File: src/rtl/cicd_pkg.sv
`timescale 1ns / 1ps
`default_nettype none
// ----------------------------------------------------------------------------
// cicd_pkg
// Shared types, widths and helpers for the CIC decimator.
// ----------------------------------------------------------------------------
package cicd_pkg;

  localparam int unsigned DATA_W    = 32;
  localparam int unsigned PCM_W     = 16;
  localparam int unsigned CNT_W     = 16;
  localparam int unsigned LOG2_W    = 5;
  localparam int unsigned GAIN_W    = 6;
  localparam int unsigned CFG_IDX_W = 1;
  localparam int unsigned CFG_W     = 6;

  localparam logic [CFG_IDX_W-1:0] CFG_LOG2_DECIMATION = 1'd0;
  localparam logic [CFG_IDX_W-1:0] CFG_GAIN_SHIFT      = 1'd1;

  localparam logic [LOG2_W-1:0] LOG2_DECIMATION_RST = 5'd6;
  localparam logic [GAIN_W-1:0] GAIN_SHIFT_RST      = 6'd0;

  localparam logic [DATA_W-1:0] PCM_OFFSET = 32'd32768;

  // Per-stage tag that travels with each sample down the integrator chain.
  typedef struct packed {
    logic valid;
    logic dump;
  } stage_ctl_t;

  // Phase counter mask; exponents above the counter width saturate to all ones.
  function automatic logic [CNT_W-1:0] count_mask(input logic [LOG2_W-1:0] log2_dec);
    logic [CNT_W:0] span;
    logic [CNT_W:0] mask;
    span = (CNT_W + 1)'(1) << log2_dec;
    mask = span - (CNT_W + 1)'(1);
    return mask[CNT_W-1:0];
  endfunction

endpackage
`default_nettype wire

File: src/rtl/cicd_if.sv
`timescale 1ns / 1ps
`default_nettype none
// ----------------------------------------------------------------------------
// cicd_sample_if / cicd_pcm_if
// Valid/ready channels for input samples and PCM results.
// ----------------------------------------------------------------------------
interface cicd_sample_if;
  logic        valid;
  logic        ready;
  logic [31:0] sample_in;

  modport source (output valid, output sample_in, input ready);
  modport sink   (input valid, input sample_in, output ready);
endinterface

interface cicd_pcm_if;
  logic               valid;
  logic               ready;
  logic signed [15:0] pcm_out;

  modport source (output valid, output pcm_out, input ready);
  modport sink   (input valid, input pcm_out, output ready);
endinterface
`default_nettype wire

File: src/rtl/cic_decimator_pdm_to_pcm_core.sv
`timescale 1ns / 1ps
`default_nettype none
// ----------------------------------------------------------------------------
// cic_decimator_pdm_to_pcm_core
// Pipelined CIC decimator from 32-bit samples to 16-bit PCM.
// ----------------------------------------------------------------------------
// One sample is accepted per cycle while ready is high. Each integrator and
// each comb has its own register stage, followed by the gain/offset result
// register; a completed decimation period passes through them in that order.
// The whole pipeline advances together; it halts, and ready drops,
// only while the result register holds a transaction not yet taken.
// ----------------------------------------------------------------------------
module cic_decimator_pdm_to_pcm_core
  import cicd_pkg::*;
#(
  parameter int unsigned NUM_STAGES = 4
) (
  input  wire logic                 clk_i,
  input  wire logic                 rst_ni,
  input  wire logic                 cfg_we_i,
  input  wire logic [CFG_IDX_W-1:0] cfg_idx_i,
  input  wire logic [CFG_W-1:0]     cfg_wdata_i,
  cicd_sample_if.sink               in_i,
  cicd_pcm_if.source                out_o
);

  logic [LOG2_W-1:0] log2_dec_q;
  logic [GAIN_W-1:0] gain_q;
  logic [CNT_W-1:0]  phase_q;
  logic [CNT_W-1:0]  phase_d;
  logic              en;
  logic              accept;

  stage_ctl_t        integ_ctl [NUM_STAGES+1];
  logic [DATA_W-1:0] integ_x   [NUM_STAGES+1];
  logic              comb_vld  [NUM_STAGES+1];
  logic [DATA_W-1:0] comb_x    [NUM_STAGES+1];

  logic              res_valid;
  logic [PCM_W-1:0]  res_pcm;

  assign en     = !res_valid || out_o.ready;
  assign accept = in_i.valid && en;
  assign phase_d = (phase_q + CNT_W'(1)) & count_mask(log2_dec_q);

  always_ff @(posedge clk_i or negedge rst_ni) begin
    if (!rst_ni) begin
      log2_dec_q <= LOG2_DECIMATION_RST;
      gain_q     <= GAIN_SHIFT_RST;
    end else if (cfg_we_i) begin
      unique case (cfg_idx_i)
        CFG_LOG2_DECIMATION: log2_dec_q <= cfg_wdata_i[LOG2_W-1:0];
        CFG_GAIN_SHIFT:      gain_q     <= cfg_wdata_i[GAIN_W-1:0];
        default: ;
      endcase
    end
  end

  always_ff @(posedge clk_i or negedge rst_ni) begin
    if (!rst_ni) begin
      phase_q <= '0;
    end else if (accept) begin
      phase_q <= phase_d;
    end
  end

  assign integ_ctl[0].valid = accept;
  assign integ_ctl[0].dump  = (phase_d == '0);
  assign integ_x[0]         = in_i.sample_in;

  for (genvar s = 0; s < NUM_STAGES; s++) begin : g_integ
    cicd_integ_stage u_integ (
      .clk_i  (clk_i),
      .rst_ni (rst_ni),
      .en_i   (en),
      .ctl_i  (integ_ctl[s]),
      .x_i    (integ_x[s]),
      .ctl_o  (integ_ctl[s+1]),
      .x_o    (integ_x[s+1])
    );
  end

  assign comb_vld[0] = integ_ctl[NUM_STAGES].valid && integ_ctl[NUM_STAGES].dump;
  assign comb_x[0]   = integ_x[NUM_STAGES];

  for (genvar s = 0; s < NUM_STAGES; s++) begin : g_comb
    cicd_comb_stage u_comb (
      .clk_i   (clk_i),
      .rst_ni  (rst_ni),
      .en_i    (en),
      .valid_i (comb_vld[s]),
      .x_i     (comb_x[s]),
      .valid_o (comb_vld[s+1]),
      .y_o     (comb_x[s+1])
    );
  end

  cicd_out_stage u_out (
    .clk_i   (clk_i),
    .rst_ni  (rst_ni),
    .en_i    (en),
    .valid_i (comb_vld[NUM_STAGES]),
    .x_i     (comb_x[NUM_STAGES]),
    .gain_i  (gain_q),
    .valid_o (res_valid),
    .pcm_o   (res_pcm)
  );

  assign in_i.ready    = en;
  assign out_o.valid   = res_valid;
  assign out_o.pcm_out = res_pcm;

endmodule
`default_nettype wire

File: src/rtl/cicd_integ_stage.sv
`timescale 1ns / 1ps
`default_nettype none
// ----------------------------------------------------------------------------
// cicd_integ_stage
// One registered integrator: accumulates each valid sample modulo 2^32.
// ----------------------------------------------------------------------------
module cicd_integ_stage
  import cicd_pkg::*;
(
  input  wire logic              clk_i,
  input  wire logic              rst_ni,
  input  wire logic              en_i,
  input  wire stage_ctl_t        ctl_i,
  input  wire logic [DATA_W-1:0] x_i,
  output stage_ctl_t             ctl_o,
  output logic      [DATA_W-1:0] x_o
);

  stage_ctl_t        ctl_q;
  logic [DATA_W-1:0] acc_q;
  logic [DATA_W-1:0] acc_d;

  assign acc_d = acc_q + x_i;

  always_ff @(posedge clk_i or negedge rst_ni) begin
    if (!rst_ni) begin
      ctl_q <= '0;
      acc_q <= '0;
    end else if (en_i) begin
      ctl_q <= ctl_i;
      if (ctl_i.valid) begin
        acc_q <= acc_d;
      end
    end
  end

  assign ctl_o = ctl_q;
  assign x_o   = acc_q;

endmodule
`default_nettype wire

File: src/rtl/cicd_comb_stage.sv
`timescale 1ns / 1ps
`default_nettype none
// ----------------------------------------------------------------------------
// cicd_comb_stage
// One registered comb: differences each decimated sample with the previous one.
// ----------------------------------------------------------------------------
module cicd_comb_stage
  import cicd_pkg::*;
(
  input  wire logic              clk_i,
  input  wire logic              rst_ni,
  input  wire logic              en_i,
  input  wire logic              valid_i,
  input  wire logic [DATA_W-1:0] x_i,
  output logic                   valid_o,
  output logic      [DATA_W-1:0] y_o
);

  logic              valid_q;
  logic [DATA_W-1:0] delay_q;
  logic [DATA_W-1:0] y_q;
  logic [DATA_W-1:0] y_d;

  assign y_d = x_i - delay_q;

  always_ff @(posedge clk_i or negedge rst_ni) begin
    if (!rst_ni) begin
      valid_q <= 1'b0;
      delay_q <= '0;
    end else if (en_i) begin
      valid_q <= valid_i;
      if (valid_i) begin
        delay_q <= x_i;
      end
    end
  end

  always_ff @(posedge clk_i) begin
    if (en_i && valid_i) begin
      y_q <= y_d;
    end
  end

  assign valid_o = valid_q;
  assign y_o     = y_q;

endmodule
`default_nettype wire

File: src/rtl/cicd_out_stage.sv
`timescale 1ns / 1ps
`default_nettype none
// ----------------------------------------------------------------------------
// cicd_out_stage
// Gain shift, offset removal and 16-bit result register.
// ----------------------------------------------------------------------------
module cicd_out_stage
  import cicd_pkg::*;
(
  input  wire logic              clk_i,
  input  wire logic              rst_ni,
  input  wire logic              en_i,
  input  wire logic              valid_i,
  input  wire logic [DATA_W-1:0] x_i,
  input  wire logic [GAIN_W-1:0] gain_i,
  output logic                   valid_o,
  output logic      [PCM_W-1:0]  pcm_o
);

  logic              valid_q;
  logic [PCM_W-1:0]  pcm_q;
  logic [GAIN_W-1:0] mag;
  logic [DATA_W-1:0] scaled;
  logic [DATA_W-1:0] biased;

  always_comb begin
    mag = -gain_i;
    if (!gain_i[GAIN_W-1]) begin
      scaled = x_i << gain_i[GAIN_W-2:0];
    end else if (mag[GAIN_W-1]) begin
      scaled = '0;
    end else begin
      scaled = x_i >> mag[GAIN_W-2:0];
    end
    biased = scaled - PCM_OFFSET;
  end

  always_ff @(posedge clk_i or negedge rst_ni) begin
    if (!rst_ni) begin
      valid_q <= 1'b0;
    end else if (en_i) begin
      valid_q <= valid_i;
    end
  end

  always_ff @(posedge clk_i) begin
    if (en_i && valid_i) begin
      pcm_q <= biased[PCM_W-1:0];
    end
  end

  assign valid_o = valid_q;
  assign pcm_o   = pcm_q;

endmodule
`default_nettype wire

File: src/flat_wrapper.sv
// flat-port wrapper written by rule: the top's interface ports become plain ports
module cic_decimator_pdm_to_pcm_core_flat import cicd_pkg::*;
#(
  parameter int unsigned NUM_STAGES = 4
)
  (clk_i, rst_ni, cfg_we_i, cfg_idx_i, cfg_wdata_i, in_i_valid, in_i_sample_in, in_i_ready, out_o_valid, out_o_pcm_out, out_o_ready);
  cicd_sample_if in_i_i ();
  cicd_pcm_if out_o_i ();
  input  wire logic clk_i;
  input  wire logic rst_ni;
  input  wire logic cfg_we_i;
  input  wire logic [CFG_IDX_W-1:0] cfg_idx_i;
  input  wire logic [CFG_W-1:0] cfg_wdata_i;
  input wire logic [$bits(in_i_i.valid)-1:0] in_i_valid;
  input wire logic [$bits(in_i_i.sample_in)-1:0] in_i_sample_in;
  output wire logic [$bits(in_i_i.ready)-1:0] in_i_ready;
  output wire logic [$bits(out_o_i.valid)-1:0] out_o_valid;
  output wire logic [$bits(out_o_i.pcm_out)-1:0] out_o_pcm_out;
  input wire logic [$bits(out_o_i.ready)-1:0] out_o_ready;
  assign in_i_i.valid = in_i_valid;
  assign in_i_i.sample_in = in_i_sample_in;
  assign in_i_ready = in_i_i.ready;
  assign out_o_valid = out_o_i.valid;
  assign out_o_pcm_out = out_o_i.pcm_out;
  assign out_o_i.ready = out_o_ready;
  cic_decimator_pdm_to_pcm_core #(.NUM_STAGES(NUM_STAGES)) u_core (.clk_i(clk_i), .rst_ni(rst_ni), .cfg_we_i(cfg_we_i), .cfg_idx_i(cfg_idx_i), .cfg_wdata_i(cfg_wdata_i), .in_i(in_i_i), .out_o(out_o_i));
endmodule
File: config.mk
export PLATFORM = sky130hd
export DESIGN_NAME = cic_decimator_pdm_to_pcm_core_flat
export DESIGN_NICKNAME = d
export VERILOG_FILES = /design/src/rtl/cicd_pkg.sv /design/src/rtl/cicd_if.sv /design/src/rtl/cic_decimator_pdm_to_pcm_core.sv /design/src/rtl/cicd_integ_stage.sv /design/src/rtl/cicd_comb_stage.sv /design/src/rtl/cicd_out_stage.sv /design/src/flat_wrapper.sv
export SDC_FILE = /design/constraint.sdc
export NUM_CORES = 1
export LEC_CHECK = 0
export BUFFER_PORTS_ARGS = -buffer_cell sky130_fd_sc_hd__buf_2
export CORE_MARGIN = 2
export CORE_UTILIZATION = 45
export DETAILED_ROUTE_END_ITERATION = 7
export PLACE_DENSITY = 0.57
export SYNTH_ARGS = -nofsm -noshare
export SYNTH_HDL_FRONTEND = slang
export SYNTH_SLANG_ARGS = --single-unit
File: constraint.sdc
create_clock -name clk_i -period 5.1 [get_ports clk_i]
set_clock_uncertainty 0.05 [all_clocks]
set_input_delay 0 -clock clk_i [delete_from_list [all_inputs] [get_ports clk_i]]
set_output_delay 0 -clock clk_i [all_outputs]
set_load 0.005 [all_outputs]
After elaboration in Yosys (flattened, before gate mapping)
Index checks and enable logic that the tools add are counted.

cells by class
  $add $sub $neg = 12
  multiply operators = 0
  div/mod/pow operators = 0
  order comparisons = 0
  equality and inequality tests = 0
  shifts and indexed selects = 3
  mux-type cells = 2
  bitwise operators = 2
  reduce and logical (&&, ||, !) cells = 20

operators with widths
  kind                                                                   count
  32-bit adder                                                           4
  32-bit subtractor                                                      4
  16-bit two-way mux                                                     2
  32-bit by 5-bit left shift with 16-bit output                          1
  32-bit by 5-bit right shift with 16-bit output                         1
  2-bit AND reduction                                                    10
  16-bit by 1-bit adder with 16-bit output (second input constant)       1
  16-bit AND                                                             1
  16-bit zero test                                                       1
  1-bit by 5-bit left shift with 16-bit output (first input constant)    1
  16-bit by 1-bit subtractor with 16-bit output (second input constant)  1
  16-bit subtractor (second input constant)                              1
  1-bit logical AND                                                      7
  6-bit negator                                                          1
  1-bit zero test                                                        1
  1-bit logical OR                                                       1
  1-bit NOT                                                              1

storage, ports and cells
  bits in registers = 440
  latch bits = 0
  memory bits (writable) = 0
  ROM bits = 0
  input bits = 44
  output and inout port bits = 18
  memories kept = 0

Depth between registers and ports, before layout
  depth in word-level cells = 5
  gate-level depth with buffers = 16
  depth with buffers taken out = 13

Cells and area by module
Synthesis repeated with hierarchy kept, for this count alone.

unflattened totals
  cells, all modules = 3554
  area, all modules = 32746.4 µm²

by module, submodules not included
  module                                             instances  cells each  area each (µm²)  sequential area each (µm²)
  cicd_comb_stage                                    4          409         3921.3           1786.7
  cicd_integ_stage at u_core.g_integ[0].u_integ ...  2          347         3071.7           850.8
  cicd_out_stage                                     1          306         3091.7           505.5
  cicd_integ_stage at u_core.g_integ[2].u_integ      1          356         3026.7           850.8
  cicd_integ_stage at u_core.g_integ[3].u_integ      1          353         2954.1           850.8
  cic_decimator_pdm_to_pcm_core                      1          209         1845.5           678.2

Least setup slack after synthesis
OpenSTA, ideal clock, no wires.

  kind = register -> register
  from = register u_core.gain_q[0]
  to = register u_core.u_out.pcm_q[9], in the netlist u_core.u_out.pcm_o[9], data pin
  arrival = 3.368 ns
  required time = 4.781 ns
  slack = 1.413 ns
  cell stages (with the launch flop) = 14
  path buffers = 6
  clock period less this slack = 3.687 ns
  cells stage by stage = dfrtp_1 -> buf_2 -> buf_2 -> inv_1 -> buf_1 -> buf_1 -> ha_1 -> clkbuf_1 -> buf_1 -> nand3b_1 -> o21ai_0 -> mux4_2 -> a22oi_1 -> o22ai_1

between the ends
  cells in the longest elaborated chain, start to end = 5

RTL lines
  element                                         line                                 source
  start: declaration                              cic_decimator_pdm_to_pcm_core.sv:28  logic [GAIN_W-1:0] gain_q;
  start signal: assignment                        cic_decimator_pdm_to_pcm_core.sv:53  CFG_GAIN_SHIFT: gain_q <= cfg_wdata_i[GAIN_W-1:0];
  6-bit negator                                   cicd_out_stage.sv:27                 mag = -gain_i;
  32-bit by 5-bit right shift with 16-bit output  cicd_out_stage.sv:33                 scaled = x_i >> mag[GAIN_W-2:0];
  16-bit two-way mux                              cicd_out_stage.sv:30                 end else if (mag[GAIN_W-1]) begin
  16-bit two-way mux (*)                          cicd_out_stage.sv:28                 if (!gain_i[GAIN_W-1]) begin
  16-bit subtractor (*)                           cicd_out_stage.sv:35                 biased = scaled - PCM_OFFSET;
  net u_core.u_out.biased[9]                      cicd_out_stage.sv:24                 logic [DATA_W-1:0] biased;
  end signal: assignment                          cicd_out_stage.sv:48                 pcm_q <= biased[PCM_W-1:0];
  end: declaration                                cicd_out_stage.sv:21                 logic [PCM_W-1:0] pcm_q;

The timed path passes the listed nets; every way through them passes the cells marked *.
A chain may end at the register's enable or synchronous reset.

Worst setup path in the final report
  from = register u_core.g_integ[0].u_integ.acc_q[1]
  to = register u_core.g_integ[0].u_integ.acc_q[27]

between the ends
  cells in the longest elaborated chain, start to end = 1

RTL lines
  element                   line                    source
  start: declaration        cicd_integ_stage.sv:20  logic [DATA_W-1:0] acc_q;
  start signal: assignment  cicd_integ_stage.sv:28  acc_q <= '0;
  start signal: assignment  cicd_integ_stage.sv:32  acc_q <= acc_d;
  32-bit adder              cicd_integ_stage.sv:23  assign acc_d = acc_q + x_i;

No other way between the ends.

==> flow_summary_export.csv <==
group,metric,value,unit
run_status,run_status,"completed",
drt,vias,23400,
yosys,synth_edf_count,144,
worst_setup_path,crit_buf_inv,1,
drt,avgViaCountPerCell,5.50,
worst_setup_path,crit_required,5510,ps
sta,maxSlewHeadroom,28.9,%
final_layout,layout.cells.non_filler,4264,
yosys,syn-num-nets,3556,
worst_setup_path,critPathArrivalTime,4400,ps
final_layout,utilization,51.2,%
grt,antenna_found_initial,1,
drt,drtAntennaViolNets,0,
yosys,syn_inst,3253,
final_layout,most-common-layout-cells,"457 x nand2_1, 367 x o21ai_0, 293 x dfrtp_1",
worst_setup_path,cp_slowest_cell,"a2111oi_0",
drt,wl_per_cell,16.4,um
die,fp.dieH,262,um
sta,worst_pin_slew,1070,ps
yosys,ys_types,92,
clock_tree,post_cts.repair.setup_buffers,0,
worst_setup_path,path_depth,12,
drt,firstDrtPassIters,5,
sta,finalSetupViolCount,0,
worst_setup_path,crit_family,"compound AO/OA/AOI/OAI gates",
power,powerDensity,789,nW/um^2
worst_setup_path,cp_max_fo,4,
clock_tree,cts_hold_buf,66,
clock_tree,clock_path_buffers,3,
clock_tree,post_cts_resized,0,
worst_setup_path,reg2regPathDepth,12,
placement,hpwl,51500,um
grt,grt_pass1_vias,22600,
sta,period_minus_slack,3990,ps
clock_tree,clock_sinks,440,
yosys,synthFlopType,"dfrtp_1",
worst_setup_path,critPathMaxStageDelay,780,ps
final_layout,num_antenna_cells,0,
placement,place.gp.congestion,0.876,
sta,max_freq,251,MHz
drt,drc_errors,0,
die,die_w,262,um
clock_tree,cts_inserted_buffers,53,
clock_tree,clk_latency,600,ps
die,boundaryPins,62,
worst_setup_path,path_cells,"ha_1 -> a21o_1 -> a21o_1 -> a21oi_1 -> o21ai_1 -> a2111oi_0 -> nor2b_1 -> a21o_1 -> a21oi_1 -> xor2_1 -> dlygate4sd3_1 -> o21ai_0",
drt,drtIter0Drc,1407,
final_layout,fillers,6048,
clock_tree,htreeDepth,2,
hold_path,hp-class,"input port to asynchronous set/reset pin",
power,peakVddDrop,0.374,mV
grt,grt.overflow.total,0,
power,leakage,14.9,nW
sta,rsz0062_at_grt,"false",
worst_setup_path,startpoint_type,"flop",
final_layout,syn2layout_area_growth,12.7,%
clock_tree,cts_tree,"yes",
worst_setup_path,critPathMostFrequentCell,"a21o_1",
grt,grt_first_pass_wirelength,115000,um
final_layout,mostFrequentLayoutCell,"nand2_1",
placement,port_buffers,61,
sta,hold_violations,0,
grt,track_usage,20.3,%
worst_setup_path,end_kind,"flop",
sta,fin_tns_setup,0,ps
die,core,65700,um^2
yosys,ys_warn_count,0,
die,start_util,45.5,%
yosys,syn_area,29900,um^2
sta,hold_ws,6.03,ps
worst_setup_path,path_class,"flop to flop",
yosys,synth_area_per_cell,9.19,um^2
yosys,synth-async-reset-ratio,67.3,%
sta,fin_crit_sh,78.2,%
yosys,yosys_register_bits,440,
grt,grt_max_degree,158,
run,cap_violations,0,
final_layout,final_nets,3659,
clock_tree,root_buffer,"clkbuf_16",
final_layout,drive_gt1_share,8.50,%
die,die_area,68500,um^2
yosys,yosysSeqAreaShare,39.3,%
clock_tree,path_clk_slew,60,ps
die,core.rowCount,94,
sta,maxSlewViolCount,0,
drt,wl,70000,um
placement,dp.cells,4099,
[cell usage after synthesis (27+ instances only)]
cell / instances / share of area, %
and3_1: 31 / 0.65
nor2_1: 153 / 1.9
xnor2_1: 128 / 3.8
nand3_1: 43 / 0.72
xor2_1: 106 / 3.1
o21ai_0: 367 / 6.1
a211oi_1: 33 / 0.83
dfrtp_1: 294 / 25
clkbuf_1: 96 / 1.2
ha_1: 251 / 11
nor3_1: 29 / 0.49
edfxtp_1: 144 / 14
o21a_1: 27 / 0.68
nand2b_1: 42 / 0.88
mux2i_1: 34 / 1.1
a31oi_1: 32 / 0.67
a21oi_1: 209 / 3.5
nand2_1: 460 / 5.8
inv_1: 208 / 2.6
a21o_1: 135 / 3.4
nor2b_1: 42 / 0.88
mux2_2: 36 / 1.4
[final cells by class]
type / count / area [um^2] / share of cell area (%)
Tap cell: 864 / 1080 / 3.21
Multi-Input combinational cell: 2494 / 17000 / 50.4
Timing Repair Buffer: 157 / 1230 / 3.66
Clock inverter: 33 / 399 / 1.19
Sequential cell: 440 / 11700 / 34.9
Inverter: 210 / 788 / 2.34
Clock buffer: 66 / 1470 / 4.36
[registers in the layout (all words and copies together), names as in the netlist]
register and flops:
u_core.u_out.valid_o 1, u_core.u_out.pcm_o 16, u_core.g_comb.u_comb.delay_q 128, u_core.gain_q 6
u_core.g_integ.u_integ.x_o 128, u_core.log2_dec_q 5, u_core.g_comb.u_comb.y_o 128, u_core.g_comb.u_comb.valid_o 4
u_core.g_integ.u_integ.ctl_o 8, u_core.phase_q 16
[where the power goes]
| group | internal, mW | total, mW | switching (mW) |
|---|---|---|---|
| Clock | 2.49 | 4.03 | 1.54 |
| Combinational | 6.83 | 15.8 | 8.96 |
| Sequential | 5.70 | 6.76 | 1.06 |
| Total | 15.0 | 26.6 | 11.6 |
[per-stage QoR]
stage | instance area, um^2 | power [mW] | worst slack (ps)
finish | 33700 | 26.6 | 1110
global route | 33700 | 29.0 | 783
CTS | 33700 | 26.7 | 1120
detailed placement | 31100 | 22.3 | 1570
global placement | 31100 | 22.0 | 1580
floorplan | 29900 | 18.7 | 1410
[worst paths after layout]
| path | from | to | slack, ps |
|---|---|---|---|
| setup / recovery | u_core.g_integ[0].u_integ.x_o[1]$_DFFE_PN0P_ | u_core.g_integ[0].u_integ.x_o[27]$_DFFE_PN0P_ | 1110 |
| hold / removal | rst_ni | u_core.g_comb[1].u_comb.delay_q[16]$_DFFE_PN0P_ | 6 |
| setup reg to reg | u_core.g_integ[0].u_integ.x_o[1]$_DFFE_PN0P_ | u_core.g_integ[0].u_integ.x_o[27]$_DFFE_PN0P_ | 1110 |
| hold reg to reg | u_core.g_integ[3].u_integ.ctl_o[1]$_DFFE_PN0N_ | u_core.g_integ[3].u_integ.ctl_o[1]$_DFFE_PN0N_ | 420 |
| max in group asynchronous | rst_ni | u_core.gain_q[0]$_DFFE_PN0P_ | 4100 |
| min in group clk_i | cfg_wdata_i[4] | u_core.gain_q[4]$_DFFE_PN0P_ | 170 |
[routing by layer]
| metal | wire length, um | up-vias | GRT usage (%) |
|---|---|---|---|
| li1 | - | 11900 | - |
| met1 | 32300 | 11100 | 27.2 |
| met2 | 33700 | 387 | 35.0 |
| met3 | 2300 | 110 | 2.18 |
| met4 | 1680 | 2 | 5.63 |
| met5 | 13 | - | 0 |
[logic make-up after synthesis]
logic type / share of synthesized area [%]
xor gates and xnor gates: 6.86
DFF: 39.3
AOI/OAI and AO/OA: 20.6
muxes: 4.23
and+or+nand+nor: 14.0
adders and majority gates: 11.0
buffers and inverters: 4.02
[tightest hold or removal path: cells and delay by family]
| family | cells | cell delay (ps) |
|---|---|---|
| buf+inv | 3 | 1050 |
(Power assumes the default switching activity.)
